**config.mk**
```make
export PLATFORM = sky130hd
export DESIGN_NAME = compact_score_event_decoder_flat
export DESIGN_NICKNAME = d
export VERILOG_FILES = /design/src/hw/rtl/csed_pkg.sv /design/src/hw/rtl/csed_in_if.sv /design/src/hw/rtl/csed_out_if.sv /design/src/hw/rtl/csed_parser.sv /design/src/hw/rtl/compact_score_event_decoder.sv /design/src/flat_wrapper.sv
export SDC_FILE = /design/constraint.sdc
export NUM_CORES = 1
export LEC_CHECK = 0
export ABC_AREA = 0
export BUFFER_PORTS_ARGS = -buffer_cell sky130_fd_sc_hd__buf_2
export CAP_MARGIN = 20
export CELL_PAD_IN_SITES_DETAIL_PLACEMENT = 1
export CELL_PAD_IN_SITES_GLOBAL_PLACEMENT = 2
export CORE_MARGIN = 8
export CORE_UTILIZATION = 38
export CTS_CLUSTER_DIAMETER = 30
export DETAILED_ROUTE_END_ITERATION = 8
export GPL_ROUTABILITY_DRIVEN = 0
export PLACE_DENSITY_LB_ADDON = 0.1
export SLEW_MARGIN = 5
export SYNTH_ARGS = -nofsm -noshare
export SYNTH_HDL_FRONTEND = slang
export SYNTH_SLANG_ARGS = --single-unit
```
**constraint.sdc**
```tcl
create_clock -name clk -period 12.1 [get_ports clk]
set_clock_uncertainty 0.2 [all_clocks]
set_input_delay 0.605 -clock clk [delete_from_list [all_inputs] [get_ports clk]]
set_output_delay 0.605 -clock clk [all_outputs]
set_load 0.02 [all_outputs]
```
**src/hw/rtl/csed_pkg.sv**
```systemverilog
// Shared types and constants of the compact score event decoder.
package csed_pkg;

  // Kinds of decoded event.
  typedef enum logic [2:0] {
    KIND_EMPTY       = 3'd0,
    KIND_NOTE_ON     = 3'd1,
    KIND_CTRL_CHANGE = 3'd2,
    KIND_PROG_CHANGE = 3'd3,
    KIND_PITCH_BEND  = 3'd4
  } kind_t;

  // Byte codes that steer the parser.
  localparam logic [7:0] BYTE_CTRL_START = 8'h00;
  localparam logic [7:0] BYTE_ESCAPE     = 8'hFF;
  localparam logic [7:0] BYTE_EXCL_START = 8'hF0;
  localparam logic [7:0] BYTE_EXCL_END   = 8'hF7;

  // Two-byte control types, bits 5..4 of the control byte.
  localparam logic [1:0] CT2_EXPRESSION = 2'd0;
  localparam logic [1:0] CT2_UNUSED     = 2'd1;
  localparam logic [1:0] CT2_MODULATION = 2'd2;
  localparam logic [1:0] CT2_LONG_FORM  = 2'd3;

  // Three-byte control types, bits 3..0 of the control byte.
  localparam logic [3:0] CT3_PROGRAM    = 4'h0;
  localparam logic [3:0] CT3_BANK       = 4'h1;
  localparam logic [3:0] CT3_MODULATION = 4'h3;
  localparam logic [3:0] CT3_VOLUME     = 4'h7;
  localparam logic [3:0] CT3_PAN        = 4'hA;
  localparam logic [3:0] CT3_EXPRESSION = 4'hB;

  // Controller numbers on the output.
  localparam logic [6:0] CTRL_BANK       = 7'd0;
  localparam logic [6:0] CTRL_MODULATION = 7'd1;
  localparam logic [6:0] CTRL_VOLUME     = 7'd7;
  localparam logic [6:0] CTRL_PAN        = 7'd10;
  localparam logic [6:0] CTRL_EXPRESSION = 7'd11;

  localparam logic [13:0] BEND_CENTRE   = 14'h2000;
  localparam logic [6:0]  VELOCITY_FULL = 7'd127;
  localparam logic [6:0]  NOTE_LOWEST   = 7'd36;
  localparam logic [6:0]  NOTE_HIGHEST  = 7'd87;

  // One input request.
  typedef struct packed {
    logic [7:0] byte_value;
    logic       final_byte;
  } in_item_t;

  // One decoded event.
  typedef struct packed {
    logic [13:0] delta_ticks;
    kind_t       event_kind;
    logic [3:0]  channel_number;
    logic [6:0]  note_number;
    logic [6:0]  note_velocity;
    logic [13:0] gate_ticks;
    logic [6:0]  controller_number;
    logic [7:0]  controller_value;
    logic [7:0]  program_number;
    logic [13:0] bend_value;
  } result_t;

endpackage

```
**src/hw/rtl/csed_in_if.sv**
```systemverilog
// Request channel carrying score bytes into the decoder.
interface csed_in_if;
  logic       valid;
  logic       ready;
  logic [7:0] byte_value;
  logic       final_byte;

  modport source (output valid, output byte_value, output final_byte, input ready);
  modport sink   (input valid, input byte_value, input final_byte, output ready);
endinterface

```
**src/hw/rtl/csed_out_if.sv**
```systemverilog
// Request channel carrying decoded events out of the decoder.
interface csed_out_if;
  logic        valid;
  logic        ready;
  logic [13:0] delta_ticks;
  logic [2:0]  event_kind;
  logic [3:0]  channel_number;
  logic [6:0]  note_number;
  logic [6:0]  note_velocity;
  logic [13:0] gate_ticks;
  logic [6:0]  controller_number;
  logic [7:0]  controller_value;
  logic [7:0]  program_number;
  logic [13:0] bend_value;

  modport source (
    output valid, output delta_ticks, output event_kind, output channel_number,
    output note_number, output note_velocity, output gate_ticks,
    output controller_number, output controller_value, output program_number,
    output bend_value, input ready
  );
  modport sink (
    input valid, input delta_ticks, input event_kind, input channel_number,
    input note_number, input note_velocity, input gate_ticks,
    input controller_number, input controller_value, input program_number,
    input bend_value, output ready
  );
endinterface

```
**src/hw/rtl/csed_parser.sv**
```systemverilog
// Parser state machine: consumes one score byte per step and forms at most one event.
module csed_parser (
  input  logic               clk,
  input  logic               rst,
  input  logic               step,
  input  csed_pkg::in_item_t item,
  input  logic [1:0]         track_number,
  output logic               result_valid,
  output csed_pkg::result_t  result
);

  typedef enum logic [3:0] {
    PH_DELTA, PH_EVENT, PH_CTRL, PH_VALUE, PH_ESC, PH_XLEN, PH_SKIP, PH_TERM, PH_GATE
  } phase_t;

  phase_t      phase, phase_next;
  logic [13:0] delta, delta_next;
  logic [13:0] gate, gate_next;
  logic        group_count, group_count_next;
  logic [3:0]  held_ctrl, held_ctrl_next;
  logic [6:0]  held_note, held_note_next;
  logic [3:0]  held_channel, held_channel_next;
  logic [7:0]  skip_remaining, skip_remaining_next;

  logic [7:0]  b;
  logic        fin;
  logic [3:0]  chan;
  logic [3:0]  chan_offset;
  logic [6:0]  octave_base;
  logic [6:0]  note;

  assign b   = item.byte_value;
  assign fin = item.final_byte;

  // Tracks from 2 upward move the channels up by four per track step.
  assign chan_offset = (track_number >= 2'd2) ? {track_number - 2'd1, 2'b00} : 4'd0;
  assign chan        = {2'b00, b[7:6]} + chan_offset;

  always_comb begin
    case (b[5:4])
      2'd0:    octave_base = 7'd36;
      2'd1:    octave_base = 7'd48;
      2'd2:    octave_base = 7'd60;
      default: octave_base = 7'd72;
    endcase
  end
  assign note = octave_base + {3'b000, b[3:0]};

  always_comb begin
    phase_next          = phase;
    delta_next          = delta;
    gate_next           = gate;
    group_count_next    = group_count;
    held_ctrl_next      = held_ctrl;
    held_note_next      = held_note;
    held_channel_next   = held_channel;
    skip_remaining_next = skip_remaining;
    result_valid        = 1'b0;
    result              = '0;
    result.delta_ticks  = delta;
    result.event_kind   = csed_pkg::KIND_EMPTY;

    case (phase)
      PH_TERM: begin
        // An end marker after an exclusive payload is swallowed; anything else
        // opens the next delta time.
        group_count_next = 1'b0;
        if (b == csed_pkg::BYTE_EXCL_END) begin
          phase_next = PH_DELTA;
        end else begin
          delta_next       = {7'd0, b[6:0]};
          group_count_next = b[7];
          phase_next       = b[7] ? PH_DELTA : PH_EVENT;
        end
      end
      PH_DELTA: begin
        if (!group_count) begin
          delta_next       = {7'd0, b[6:0]};
          group_count_next = b[7];
          phase_next       = b[7] ? PH_DELTA : PH_EVENT;
        end else begin
          delta_next       = {delta[6:0], b[6:0]};
          group_count_next = 1'b0;
          phase_next       = PH_EVENT;
        end
      end
      PH_EVENT: begin
        if (b == csed_pkg::BYTE_CTRL_START) begin
          phase_next = PH_CTRL;
        end else if (b == csed_pkg::BYTE_ESCAPE) begin
          phase_next = PH_ESC;
        end else begin
          held_channel_next = chan;
          held_note_next    = note;
          gate_next         = '0;
          group_count_next  = 1'b0;
          phase_next        = PH_GATE;
          if (fin) begin
            result_valid          = 1'b1;
            result.event_kind     = csed_pkg::KIND_NOTE_ON;
            result.channel_number = chan;
            result.note_number    = note;
            result.note_velocity  = csed_pkg::VELOCITY_FULL;
          end
        end
      end
      PH_GATE: begin
        if (!group_count) begin
          gate_next = {7'd0, b[6:0]};
        end else begin
          gate_next = {gate[6:0], b[6:0]};
        end
        if (!group_count && b[7] && !fin) begin
          group_count_next = 1'b1;
        end else begin
          result_valid          = 1'b1;
          result.event_kind     = csed_pkg::KIND_NOTE_ON;
          result.channel_number = held_channel;
          result.note_number    = held_note;
          result.note_velocity  = csed_pkg::VELOCITY_FULL;
          result.gate_ticks     = gate_next;
          group_count_next      = 1'b0;
          phase_next            = PH_DELTA;
        end
      end
      PH_CTRL: begin
        held_ctrl_next    = b[3:0];
        held_channel_next = chan;
        phase_next        = PH_DELTA;
        case (b[5:4])
          csed_pkg::CT2_EXPRESSION: begin
            result_valid             = 1'b1;
            result.event_kind        = csed_pkg::KIND_CTRL_CHANGE;
            result.channel_number    = chan;
            result.controller_number = csed_pkg::CTRL_EXPRESSION;
            result.controller_value  = {1'b0, b[3:0], 3'b000};
          end
          csed_pkg::CT2_MODULATION: begin
            result_valid             = 1'b1;
            result.event_kind        = csed_pkg::KIND_CTRL_CHANGE;
            result.channel_number    = chan;
            result.controller_number = csed_pkg::CTRL_MODULATION;
            result.controller_value  = {4'd0, b[3:0]};
          end
          csed_pkg::CT2_UNUSED: begin
            result_valid = 1'b1;
          end
          default: begin
            // Bits 5..4 both set: a value byte follows.
            phase_next = PH_VALUE;
          end
        endcase
      end
      PH_VALUE: begin
        result_valid          = 1'b1;
        result.channel_number = held_channel;
        result.event_kind     = csed_pkg::KIND_CTRL_CHANGE;
        result.controller_value = b;
        phase_next            = PH_DELTA;
        case (held_ctrl)
          csed_pkg::CT3_PROGRAM: begin
            result.event_kind       = csed_pkg::KIND_PROG_CHANGE;
            result.controller_value = '0;
            result.program_number   = b;
          end
          csed_pkg::CT3_BANK:       result.controller_number = csed_pkg::CTRL_BANK;
          csed_pkg::CT3_MODULATION: result.controller_number = csed_pkg::CTRL_MODULATION;
          csed_pkg::CT3_VOLUME:     result.controller_number = csed_pkg::CTRL_VOLUME;
          csed_pkg::CT3_PAN:        result.controller_number = csed_pkg::CTRL_PAN;
          csed_pkg::CT3_EXPRESSION: result.controller_number = csed_pkg::CTRL_EXPRESSION;
          default: begin
            result.event_kind       = csed_pkg::KIND_EMPTY;
            result.channel_number   = '0;
            result.controller_value = '0;
          end
        endcase
      end
      PH_ESC: begin
        if (b != csed_pkg::BYTE_EXCL_START) begin
          result_valid = 1'b1;
          phase_next   = PH_DELTA;
        end else begin
          phase_next = PH_XLEN;
        end
      end
      PH_XLEN: begin
        skip_remaining_next = b;
        phase_next          = (b == 8'd0) ? PH_TERM : PH_SKIP;
      end
      PH_SKIP: begin
        skip_remaining_next = skip_remaining - 8'd1;
        if (skip_remaining == 8'd1) begin
          phase_next = PH_TERM;
        end
      end
      default: begin
        phase_next          = PH_DELTA;
        group_count_next    = 1'b0;
        delta_next          = '0;
        gate_next           = '0;
        skip_remaining_next = '0;
      end
    endcase

    // The last byte of a chunk always returns the parser to idle.
    if (fin) begin
      phase_next          = PH_DELTA;
      group_count_next    = 1'b0;
      delta_next          = '0;
      gate_next           = '0;
      skip_remaining_next = '0;
    end
  end

  always_ff @(posedge clk) begin
    if (rst) begin
      phase          <= PH_DELTA;
      delta          <= '0;
      gate           <= '0;
      group_count    <= 1'b0;
      held_ctrl      <= '0;
      held_note      <= '0;
      held_channel   <= '0;
      skip_remaining <= '0;
    end else if (step) begin
      phase          <= phase_next;
      delta          <= delta_next;
      gate           <= gate_next;
      group_count    <= group_count_next;
      held_ctrl      <= held_ctrl_next;
      held_note      <= held_note_next;
      held_channel   <= held_channel_next;
      skip_remaining <= skip_remaining_next;
    end
  end

`ifndef NO_ASSERTIONS
  // While skipping an exclusive payload there is always at least one byte left.
  a_skip_nonzero: assert property (@(posedge clk) disable iff (rst)
    phase == PH_SKIP |-> skip_remaining != 8'd0)
    else $error("skip phase with nothing left to skip");

  // A final byte always leaves the parser idle with cleared accumulators.
  a_final_idle: assert property (@(posedge clk) disable iff (rst)
    step && fin |=> phase == PH_DELTA && delta == '0 && !group_count)
    else $error("parser not idle after final byte");
`endif

endmodule

```
**src/hw/rtl/compact_score_event_decoder.sv**
```systemverilog
// Top level of the compact score event decoder: input register, parser and result register.
//
// The decoder takes one byte of a compact score sequence per request, with
// final_byte marking the last byte of a chunk, and emits zero or one decoded
// event per byte: note on, control change, program change or an empty event
// carrying only its delta time. It sustains one byte per clock cycle while
// the output is not stalled. A byte is held in the input register when it is
// accepted and decoded from there, and its event, if any, is loaded into the
// result register when the parser consumes the byte, which a stalled output
// can hold back. The parser between the two registers is a single short
// decode stage whose state advances once per byte. The input register and
// the result register decouple the two sides: while a finished event waits
// to be taken, one further byte can still be accepted into the input
// register, and a stalled output then holds that byte without losing or
// repeating anything. Bytes that complete no event (delta groups, escape
// prefixes, skipped exclusive payloads) produce no output request. The track
// number register shifts channels by four per track step from track 2 upward
// and may only be written while the decoder is idle.
module compact_score_event_decoder (
  input  logic       clk,
  input  logic       rst,
  csed_in_if.sink    in_chan,
  csed_out_if.source out_chan,
  input  logic       cfg_wr_en,
  input  logic [1:0] cfg_wr_data
);

  logic               in_valid;
  csed_pkg::in_item_t in_item;
  logic               out_valid;
  csed_pkg::result_t  out_item;
  logic [1:0]         track_number;

  logic               step;
  logic               res_valid;
  csed_pkg::result_t  res;

  // The parser consumes the held byte whenever the result slot is free or
  // is being emptied in this cycle.
  assign step         = in_valid && (!out_valid || out_chan.ready);
  assign in_chan.ready = !in_valid || step;

  always_ff @(posedge clk) begin
    if (rst) begin
      track_number <= '0;
    end else if (cfg_wr_en) begin
      track_number <= cfg_wr_data;
    end
  end

  always_ff @(posedge clk) begin
    if (rst) begin
      in_valid <= 1'b0;
    end else if (in_chan.valid && in_chan.ready) begin
      in_valid <= 1'b1;
    end else if (step) begin
      in_valid <= 1'b0;
    end
  end

  always_ff @(posedge clk) begin
    if (in_chan.valid && in_chan.ready) begin
      in_item.byte_value <= in_chan.byte_value;
      in_item.final_byte <= in_chan.final_byte;
    end
  end

  csed_parser u_parser (
    .clk          (clk),
    .rst          (rst),
    .step         (step),
    .item         (in_item),
    .track_number (track_number),
    .result_valid (res_valid),
    .result       (res)
  );

  always_ff @(posedge clk) begin
    if (rst) begin
      out_valid <= 1'b0;
    end else if (step) begin
      out_valid <= res_valid;
    end else if (out_chan.ready) begin
      out_valid <= 1'b0;
    end
  end

  always_ff @(posedge clk) begin
    if (step && res_valid) begin
      out_item <= res;
    end
  end

  assign out_chan.valid             = out_valid;
  assign out_chan.delta_ticks       = out_item.delta_ticks;
  assign out_chan.event_kind        = out_item.event_kind;
  assign out_chan.channel_number    = out_item.channel_number;
  assign out_chan.note_number       = out_item.note_number;
  assign out_chan.note_velocity     = out_item.note_velocity;
  assign out_chan.gate_ticks        = out_item.gate_ticks;
  assign out_chan.controller_number = out_item.controller_number;
  assign out_chan.controller_value  = out_item.controller_value;
  assign out_chan.program_number    = out_item.program_number;
  assign out_chan.bend_value        = out_item.bend_value;

`ifndef NO_ASSERTIONS
  // A result only appears after the parser has consumed a byte.
  a_out_from_step: assert property (@(posedge clk) disable iff (rst)
    $rose(out_valid) |-> $past(step))
    else $error("result appeared without a parser step");

  // Empty events carry nothing but their delta time.
  a_empty_clean: assert property (@(posedge clk) disable iff (rst)
    out_valid && out_item.event_kind == csed_pkg::KIND_EMPTY |->
      out_item.channel_number == '0 && out_item.bend_value == '0 &&
      out_item.controller_value == '0 && out_item.note_velocity == '0)
    else $error("empty event carries payload");

  // Notes have full velocity and a note number in the range a note byte can reach.
  a_note_range: assert property (@(posedge clk) disable iff (rst)
    out_valid && out_item.event_kind == csed_pkg::KIND_NOTE_ON |->
      out_item.note_velocity == csed_pkg::VELOCITY_FULL &&
      out_item.note_number >= csed_pkg::NOTE_LOWEST &&
      out_item.note_number <= csed_pkg::NOTE_HIGHEST)
    else $error("malformed note event");
`endif

endmodule
```
**src/flat_wrapper.sv**
```systemverilog
// flat-port wrapper written by rule: the top's interface ports become plain ports
module compact_score_event_decoder_flat 
  (clk, rst, cfg_wr_en, cfg_wr_data, in_chan_valid, in_chan_byte_value, in_chan_final_byte, in_chan_ready, out_chan_valid, out_chan_delta_ticks, out_chan_event_kind, out_chan_channel_number, out_chan_note_number, out_chan_note_velocity, out_chan_gate_ticks, out_chan_controller_number, out_chan_controller_value, out_chan_program_number, out_chan_bend_value, out_chan_ready);
  csed_in_if in_chan_i ();
  csed_out_if out_chan_i ();
  input  logic clk;
  input  logic rst;
  input  logic cfg_wr_en;
  input  logic [1:0] cfg_wr_data;
  input wire logic [$bits(in_chan_i.valid)-1:0] in_chan_valid;
  input wire logic [$bits(in_chan_i.byte_value)-1:0] in_chan_byte_value;
  input wire logic [$bits(in_chan_i.final_byte)-1:0] in_chan_final_byte;
  output wire logic [$bits(in_chan_i.ready)-1:0] in_chan_ready;
  output wire logic [$bits(out_chan_i.valid)-1:0] out_chan_valid;
  output wire logic [$bits(out_chan_i.delta_ticks)-1:0] out_chan_delta_ticks;
  output wire logic [$bits(out_chan_i.event_kind)-1:0] out_chan_event_kind;
  output wire logic [$bits(out_chan_i.channel_number)-1:0] out_chan_channel_number;
  output wire logic [$bits(out_chan_i.note_number)-1:0] out_chan_note_number;
  output wire logic [$bits(out_chan_i.note_velocity)-1:0] out_chan_note_velocity;
  output wire logic [$bits(out_chan_i.gate_ticks)-1:0] out_chan_gate_ticks;
  output wire logic [$bits(out_chan_i.controller_number)-1:0] out_chan_controller_number;
  output wire logic [$bits(out_chan_i.controller_value)-1:0] out_chan_controller_value;
  output wire logic [$bits(out_chan_i.program_number)-1:0] out_chan_program_number;
  output wire logic [$bits(out_chan_i.bend_value)-1:0] out_chan_bend_value;
  input wire logic [$bits(out_chan_i.ready)-1:0] out_chan_ready;
  assign in_chan_i.valid = in_chan_valid;
  assign in_chan_i.byte_value = in_chan_byte_value;
  assign in_chan_i.final_byte = in_chan_final_byte;
  assign in_chan_ready = in_chan_i.ready;
  assign out_chan_valid = out_chan_i.valid;
  assign out_chan_delta_ticks = out_chan_i.delta_ticks;
  assign out_chan_event_kind = out_chan_i.event_kind;
  assign out_chan_channel_number = out_chan_i.channel_number;
  assign out_chan_note_number = out_chan_i.note_number;
  assign out_chan_note_velocity = out_chan_i.note_velocity;
  assign out_chan_gate_ticks = out_chan_i.gate_ticks;
  assign out_chan_controller_number = out_chan_i.controller_number;
  assign out_chan_controller_value = out_chan_i.controller_value;
  assign out_chan_program_number = out_chan_i.program_number;
  assign out_chan_bend_value = out_chan_i.bend_value;
  assign out_chan_i.ready = out_chan_ready;
  compact_score_event_decoder u_core (.clk(clk), .rst(rst), .in_chan(in_chan_i), .out_chan(out_chan_i), .cfg_wr_en(cfg_wr_en), .cfg_wr_data(cfg_wr_data));
endmodule
```
==> results by group, run 1 <==
Setup path
  – Cell repeated most along the worst path: nor2_1
  – CP delay by family, top: simple AND/OR/NAND/NOR gates
  – CP max FO: 62
  – Crit path DAT: 3650 ps
  – Slowest cell on crit path: dfxtp_1
  – Reg2reg end: u_core.out_chan.delta_ticks[1]
  – Crit path buf inv count: 1
  – Required time of the critical path: 11940 ps
  – CP Capture Type: flop
  – Worst Setup SP: u_core.u_parser.phase[3]
  – CP cell instances: or4b_1, nor2_1, nor2_1, a21boi_4, buf_4
  – Worst setup SP type: flop
  – Worst r2r path cells: 5
  – Register-to-register setup slack: 8290 ps
  – Reg-to-Reg Start: u_core.u_parser.phase[3]
  – WS Path Type: flop to flop
  – CP max stage delay: 760 ps

Synth
  – Post-synthesis cell count: 538
  – Post-synth cell types: 65
  – Post-synth EDFFs: 71
  – FF+latch count, synth: 124
  – Top cell type's share of synthesized area: 36.90%
  – Yosys warnings: 0
  – Simple-gate share of the synthesized area: 18.56%
  – Mux cell area share after synthesis: 2.793%
  – Adder-cell share of the synthesized area: 2.642%
  – Syn_area_per_cell: 10.74 sq um
  – Synth Area in Compound Gates: 12.84%
  – FFs w/ async S/R, synth: 0%
  – Mapped Area: 5778 sq um
  – Synth area leader: edfxtp_1
  – Largest family of logic cells by synthesized area: simple AND/OR/NAND/NOR gates
  – Xor and xnor area share after synthesis: 0.7579%
  – Most common cell in the netlist: edfxtp_1
  – Synth top area cells: edfxtp_1 37%, dfxtp_1 18%, nand2_1 4.0%
  – Register area share after synthesis: 55.26%
  – Top post-synthesis cells by count: 71 x edfxtp_1, 62 x nand2_1, 53 x dfxtp_1
  – Synth Flop Type: edfxtp_1

Final layout
  – FILL cells: 1666
  – Area delta synth->final: 17.54%
  – Diode count: 0
  – Share of layout cells above drive strength 1: 23.30%
  – Fin nets: 632
  – Register area: 3193 sq um
  – Post-route insts no fill: 806
  – Multi-input gate area: 2251 sq um

STA
  – Worst slew pin tran: 1094 ps
  – Final worst slack: 8294 ps
  – Final worst path period share: 31.45%
  – Hold Slack: 162.3 ps
  – Max-slew violations: 0
  – Fmax: 0.2628 GHz
  – Setup repair after global routing missed its margin: false
  – Final setup viols: 0
  – Final total negative setup slack: 0 ps
  – Fin crit period: 3806 ps
  – Rel. slew slack: 26.50%
  – Endpoints failing hold: 0

Die
  – Initial Utilization: 38.44%
  – Die height: 139.3 um
  – Die width: 139.3 um
  – I/O pin cnt: 104
  – Core Region: 15030 sq um
  – Row cnt: 45
  – DIE AREA: 19410 sq um

Min path
  – Min-delay src: in_chan_byte_value[3]
  – Hold crit path type: primary input to flop
  – Worst Hold Depth: 1
  – Hold Path End: u_core.in_item[4]

Power
  – Leak: 2.622 nW
  – Sequential Power Share: 45.1%
  – Pwr dens: 149.0 nW/um^2
  – Sw Pwr: 0.2294 mW
  – Internal: 0.7824 mW
  – Final Power: 1.012 mW
  – VDD IR max: 0.08918 mV
  – Clock share of power: 50.8%
  – Sw frac: 22.68%
  – Comb power frac: 4.1%

CTS
  – Worst-Skew Late Latency: 420 ps
  – CTS clock-pin slew for the worst setup and hold paths: 60 ps
  – CTS tree: built
  – Htree depth: 4
  – Post-CTS setup buffer count: 0
  – Root Buffer: clkbuf_16
  – CTS Buf Count: 17
  – Hold_buf cts: 0
  – Clk buf depth: 2
  – Post-CTS resize count: 0
  – Clock Sinks: 124

Global routing
  – Antenna violations before repair: 0
  – Number of global-route vias before repair: 4559
  – First-pass GRT wire length: 26010 um
  – All-Layer GR Usage: 17.09%
  – Overflow after GRT: 0
  – Pin count of the biggest net entering global routing: 63

Place
  – Port Buf Inserts: 85
  – # placed instances: 773
  – Dpl hpwl: 11650 um
  – Pre-CTS setup slack: 8394 ps

Detailed routing
  – Number of vias per cell: 5.292
  – WL final: 16230 um
  – Vias: 4265
  – Drt initial violations: 306
  – Pre-antenna DRT Iters: 4
  – Post-route ant nets: 0
  – DRC: 0
  – Drt wl/cell: 20.13 um

Flow run
  – Max-cap violations: 0

Run status
  – Status: complete, no violations
power groups by stage:
stage          clock network [mW]  logic [mW]  registers [mW]
6_report                    0.514      0.0413           0.456
5_1_grt                     0.541      0.0455           0.457
4_1_cts                     0.523      0.0411           0.456
3_5_place_dp                    0      0.0408           0.465
3_3_place_gp                    0      0.0399           0.464
2_1_floorplan                   0      0.0374           0.458
cell families after synthesis:
logic type	after synthesis
simple gates	207
flops	124
compound gates	100
buf+inv	74
mux	16
fa+ha+maj	11
xor+xnor	5
other cells	1
per-stage QoR:
| stage | area, sq um | utilization, % |
|---|---|---|
| detailed placement | 6183 | 41.13 |
| global route | 6792 | 45.18 |
| floorplan | 5842 | - |
| CTS | 6780 | 45.10 |
| global placement | 6183 | 41.13 |
| finish | 6792 | 45.18 |
worst max path at each step:
stage                     slack [ps]                           endpoint  cells past startpoint
final                           8290     u_core.out_chan.delta_ticks[1]                      5
after global routing            8090     u_core.out_chan.delta_ticks[1]                      5
after CTS                       8300    u_core.out_chan.delta_ticks[10]                      5
after detailed placement        8390     u_core.out_chan.delta_ticks[1]                      5
after global placement          8520     u_core.out_chan.delta_ticks[0]                      5
after floorplan                 5160  u_core.out_chan.channel_number[0]                      7
sequential cells by signal, summed over array words and instances (netlist names), 7 cells and up:
register,flops
u_core.u_parser.held_note,7
u_core.u_parser.gate,7
u_core.in_item,9
u_core.out_chan.note_number,7
u_core.out_chan.delta_ticks,14
u_core.out_chan.program_number,8
u_core.u_parser.skip_remaining,8
u_core.out_chan.controller_value,8
u_core.out_chan.gate_ticks,14
u_core.u_parser.delta,14
worst reg2reg max path: cells and delay by family, from the launching register on:
kind	cells	cell delay [ps]
simple gates	3	1570
flops	1	760
buf+inv	1	610
compound gates	1	210
layout make-up:
type	count	share of cell area (%)
inverters	17	0.9396
flip-flops and latches	124	47.02
multi-input cells	357	33.14
repair buffers	88	6.651
well taps	188	3.464
clock inverters	15	2.524
clock buffers	17	6.264
layer usage:
layer	GRT usage [%]	vias to the layer above	routed length (um)
met2	27.23	117	7649
met5	0	-	0
li1	-	2031	-
met1	21.55	2098	7446
met3	5.096	19	861
met4	6.181	0	269
layout by cell type, fill, tap and decap left out, types with 3 or more instances in the layout:
master,synthesis,layout
a211oi_1,7,7
a211oi_2,5,5
a21o_1,3,3
a21oi_1,19,19
a22o_1,9,9
a31o_2,4,4
a32o_1,6,6
and2_1,27,27
and3_1,9,9
and3_4,3,3
buf_2,12,85
bufinv_16,0,3
clkbuf_16,0,17
clkinv_1,1,3
clkinv_2,0,3
clkinv_4,0,3
conb_1,1,18
dfxtp_1,53,53
edfxtp_1,71,71
ha_1,9,9
inv_1,16,16
mux2i_1,15,15
nand2_1,62,62
nand2b_1,6,6
nand3_1,16,16
nor2_1,35,35
nor2b_1,5,5
nor3_1,18,18
nor4_1,5,5
o21ai_0,21,21
o41ai_1,3,3
or2_2,4,4
or3_1,5,5
xnor2_1,3,3
Power figures use the tool's default switching activity.
==> run 2, diff against run 1 <==
--- a/config.mk
+++ b/config.mk
@@ -5,13 +5,13 @@
 export SDC_FILE = /design/constraint.sdc
 export NUM_CORES = 1
 export LEC_CHECK = 0
-export ABC_AREA = 0
+export ABC_AREA = 1
 export BUFFER_PORTS_ARGS = -buffer_cell sky130_fd_sc_hd__buf_2
 export CAP_MARGIN = 20
 export CELL_PAD_IN_SITES_DETAIL_PLACEMENT = 1
 export CELL_PAD_IN_SITES_GLOBAL_PLACEMENT = 2
 export CORE_MARGIN = 8
-export CORE_UTILIZATION = 38
+export CORE_UTILIZATION = 30
 export CTS_CLUSTER_DIAMETER = 30
 export DETAILED_ROUTE_END_ITERATION = 8
 export GPL_ROUTABILITY_DRIVEN = 0
==> constraint.sdc (replaced) <==
create_clock -name clk -period 3.2 [get_ports clk]
set_clock_uncertainty 0.2 [all_clocks]
set_input_delay 0.16 -clock clk [delete_from_list [all_inputs] [get_ports clk]]
set_output_delay 0.16 -clock clk [all_outputs]
set_load 0.02 [all_outputs]
==> results by group, run 2 <==
Flow run
  – Max-cap violations: 0 (unchanged)

STA
  – Final worst path period share: 88.81% (was 31.45%)
  – Setup repair after global routing missed its margin: false (unchanged)
  – Max-slew violations: 0 (unchanged)
  – Fmax: 0.3519 GHz (was 0.2628 GHz)
  – Fin crit period: 2842 ps (was 3806 ps)
  – Worst slew pin tran: 886.3 ps (was 1094 ps)
  – Endpoints failing hold: 0 (unchanged)
  – Rel. slew slack: 40.85% (was 26.50%)
  – Final setup viols: 0 (unchanged)
  – Final total negative setup slack: 0 ps (unchanged)

Setup path
  – Required time of the critical path: 3150 ps (was 11940 ps)
  – Worst setup SP type: flop (unchanged)
  – CP cell instances: inv_1, ha_1, or2_2, ha_1, inv_1, fa_1, fa_1, o22ai_1 (was or4b_1, nor2_1, nor2_1, a21boi_4, buf_4)
  – CP delay by family, top: adder cells (was simple AND/OR/NAND/NOR gates)
  – WS Path Type: flop to flop (unchanged)
  – Crit path buf inv count: 2 (was 1)
  – CP Capture Type: flop (unchanged)
  – CP max FO: 6 (was 62)
  – Slowest cell on crit path: fa_1 (was dfxtp_1)
  – Crit path DAT: 2800 ps (was 3650 ps)
  – CP max stage delay: 580 ps (was 760 ps)

Final layout
  – Diode count: 0 (unchanged)
  – FILL cells: 2251 (was 1666)
  – Final std cell area, no fill: 7127 sq um (was 6792 sq um)
  – Commonest cells after routing, fill and taps aside: 138 x nand2_1, 102 x nor2_1, 85 x buf_2 (was 85 x buf_2, 71 x edfxtp_1, 62 x nand2_1)
  – Share of layout cells above drive strength 1: 19.09% (was 23.30%)
  – Area delta synth->final: 23.75% (was 17.54%)
  – Commonest non-fill, non-tap cell in the layout: nand2_1 (was buf_2)
  – Post-route insts no fill: 1025 (was 806)
  – Fin nets: 805 (was 632)

Global routing
  – All-Layer GR Usage: 15.61% (was 17.09%)
  – Overflow after GRT: 0 (unchanged)
  – Antenna violations before repair: 0 (unchanged)
  – Number of global-route vias before repair: 5161 (was 4559)
  – First-pass GRT wire length: 28800 um (was 26010 um)
  – Pin count of the biggest net entering global routing: 56 (was 63)

CTS
  – Root Buffer: clkbuf_16 (unchanged)
  – CTS clock-pin slew for the worst setup and hold paths: 60 ps (about the same)
  – Htree depth: 4 (unchanged)
  – CTS Buf Count: 17 (unchanged)
  – Clk buf depth: 2 (unchanged)
  – Clock Sinks: 124 (unchanged)
  – Worst-Skew Late Latency: 420 ps (about the same)
  – CTS tree: built (unchanged)

Synth
  – Synth Flop Type: edfxtp_1 (unchanged)
  – Synth area leader: edfxtp_1 (unchanged)
  – Mapped Area: 5759 sq um (was 5778 sq um)
  – Synth top area cells: edfxtp_1 37%, dfxtp_1 18%, nand2_1 9.0% (was edfxtp_1 37%, dfxtp_1 18%, nand2_1 4.0%)
  – Top post-synthesis cells by count: 138 x nand2_1, 102 x nor2_1, 71 x edfxtp_1 (was 71 x edfxtp_1, 62 x nand2_1, 53 x dfxtp_1)
  – Most common cell in the netlist: nand2_1 (was edfxtp_1)
  – FF+latch count, synth: 124 (unchanged)
  – Post-synth cell types: 36 (was 65)
  – Syn_area_per_cell: 8.674 sq um (was 10.74 sq um)
  – Post-synthesis cell count: 664 (was 538)
  – Top cell type's share of synthesized area: 37.02% (was 36.90%)
  – FFs w/ async S/R, synth: 0% (unchanged)
  – Post-synth EDFFs: 71 (unchanged)
  – Register area share after synthesis: 55.44% (was 55.26%)
  – Yosys warnings: 0 (unchanged)

Detailed routing
  – Drt wl/cell: 17.56 um (was 20.13 um)
  – Vias: 4834 (was 4265)
  – WL final: 18000 um (was 16230 um)
  – Pre-antenna DRT Iters: 4 (unchanged)
  – Post-route ant nets: 0 (unchanged)
  – Number of vias per cell: 4.716 (was 5.292)
  – DRC: 0 (unchanged)
  – Drt initial violations: 247 (was 306)

Power
  – Internal: 2.867 mW (was 0.7824 mW)
  – VDD IR max: 0.3728 mV (was 0.08918 mV)
  – Comb power frac: 8.0% (was 4.1%)
  – Clock share of power: 46.4% (was 50.8%)
  – Sw Pwr: 0.9540 mW (was 0.2294 mW)
  – Sequential Power Share: 45.5% (was 45.1%)
  – Final Power: 3.821 mW (was 1.012 mW)
  – Pwr dens: 536.2 nW/um^2 (was 149.0 nW/um^2)
  – Leak: 2.946 nW (was 2.622 nW)
  – Sw frac: 24.97% (was 22.68%)

Min path
  – Hold crit path type: primary input to flop (unchanged)

Run status
  – Status: complete, no violations (unchanged)

Die
  – Die height: 154.6 um (was 139.3 um)
  – Row cnt: 50 (was 45)
  – I/O pin cnt: 104 (unchanged)
  – Die width: 154.6 um (was 139.3 um)
  – Initial Utilization: 30.69% (was 38.44%)
  – Core Region: 18770 sq um (was 15030 sq um)
  – DIE AREA: 23890 sq um (was 19410 sq um)

Place
  – Dpl hpwl: 13180 um (was 11650 um)
  – # placed instances: 975 (was 773)
  – Placed cell areas: 6410 sq um (was 6183 sq um)
  – Port Buf Inserts: 85 (unchanged)
[run 2: logic make-up (layout without fill, tap and decap cells)]
kind of cell	count (synthesis)	count (layout)	share of synthesized area [%]
AOI/OAI and AO/OA	100	100	9.277
xor gates and xnor gates	1	1	0.1521
adders and majority gates	11	11	2.651
buffers and inverters	108	218	8.886
DFF	124	124	55.44
other	1	18	0.06511
and+or+nand+nor	319	319	23.53
[run 2: timing repair]
item	CTS	global route
buffers inserted	0	0
hold endpoints to repair	13	0
endpoints found under the setup margin	0	0
hold buffers	18	0
resized for setup	0	0
[run 2: final cells by class]
class                           instances  area [sq um]  area share (%)
Clock buffer                           20         436.7           6.127
Multi-Input combinational cell        449          2118           29.72
Clock inverter                         12         100.1           1.404
Sequential cell                       124          3193           44.80
Timing Repair Buffer                  118         730.7           10.25
Tap cell                              234         292.8           4.108
Inverter                               68         255.2           3.581
[run 2: final timing paths]
kind,start,to,slack (ps),depth (start not counted)
worst max-delay path,u_core.in_item[5],u_core.out_chan.note_number[4],360,8
worst min-delay path,rst,u_core.u_parser.skip_remaining[1],20,3
worst max register to register,u_core.in_item[5],u_core.out_chan.note_number[4],360,8
worst min register to register,u_core.u_parser.delta[3],u_core.out_chan.delta_ticks[3],230,0
[run 2: layer usage]
layer  routed length, um  GRT usage [%]  share of wire, %
met5                   0              0                 0
met2                8471          25.15                47
met1                8480          20.09                47
met4                 274          5.786               1.5
met3                 772          3.566               4.3
[run 2: power groups by stage]
| stage | registers [mW] | clock network, mW | logic, mW |
|---|---|---|---|
| 3_3_place_gp | 1.77 | 0 | 0.286 |
| 2_1_floorplan | 1.77 | 0 | 0.197 |
| 4_1_cts | 1.74 | 1.83 | 0.310 |
| 6_report | 1.74 | 1.77 | 0.307 |
| 3_5_place_dp | 1.77 | 0 | 0.290 |
| 5_1_grt | 1.74 | 1.89 | 0.345 |
[run 2: metrics by stage]
| step | setup slack [ps] | hold slack (ps) | utilization (%) |
|---|---|---|---|
| 2_1_floorplan | 10.96 | 29.07 | - |
| 3_3_place_gp | 508.2 | 137.4 | 34.15 |
| 3_5_place_dp | 390.1 | 140.4 | 34.15 |
| 4_1_cts | 367.4 | 1.702 | 37.97 |
| 5_1_grt | 226.9 | 52.87 | 37.97 |
| 6_report | 358.1 | 15.81 | 37.97 |
[run 2: tightest hold or removal path, stage by stage]
cell     delay, ps
buf_2           90
buf_4          280
a21oi_1         60
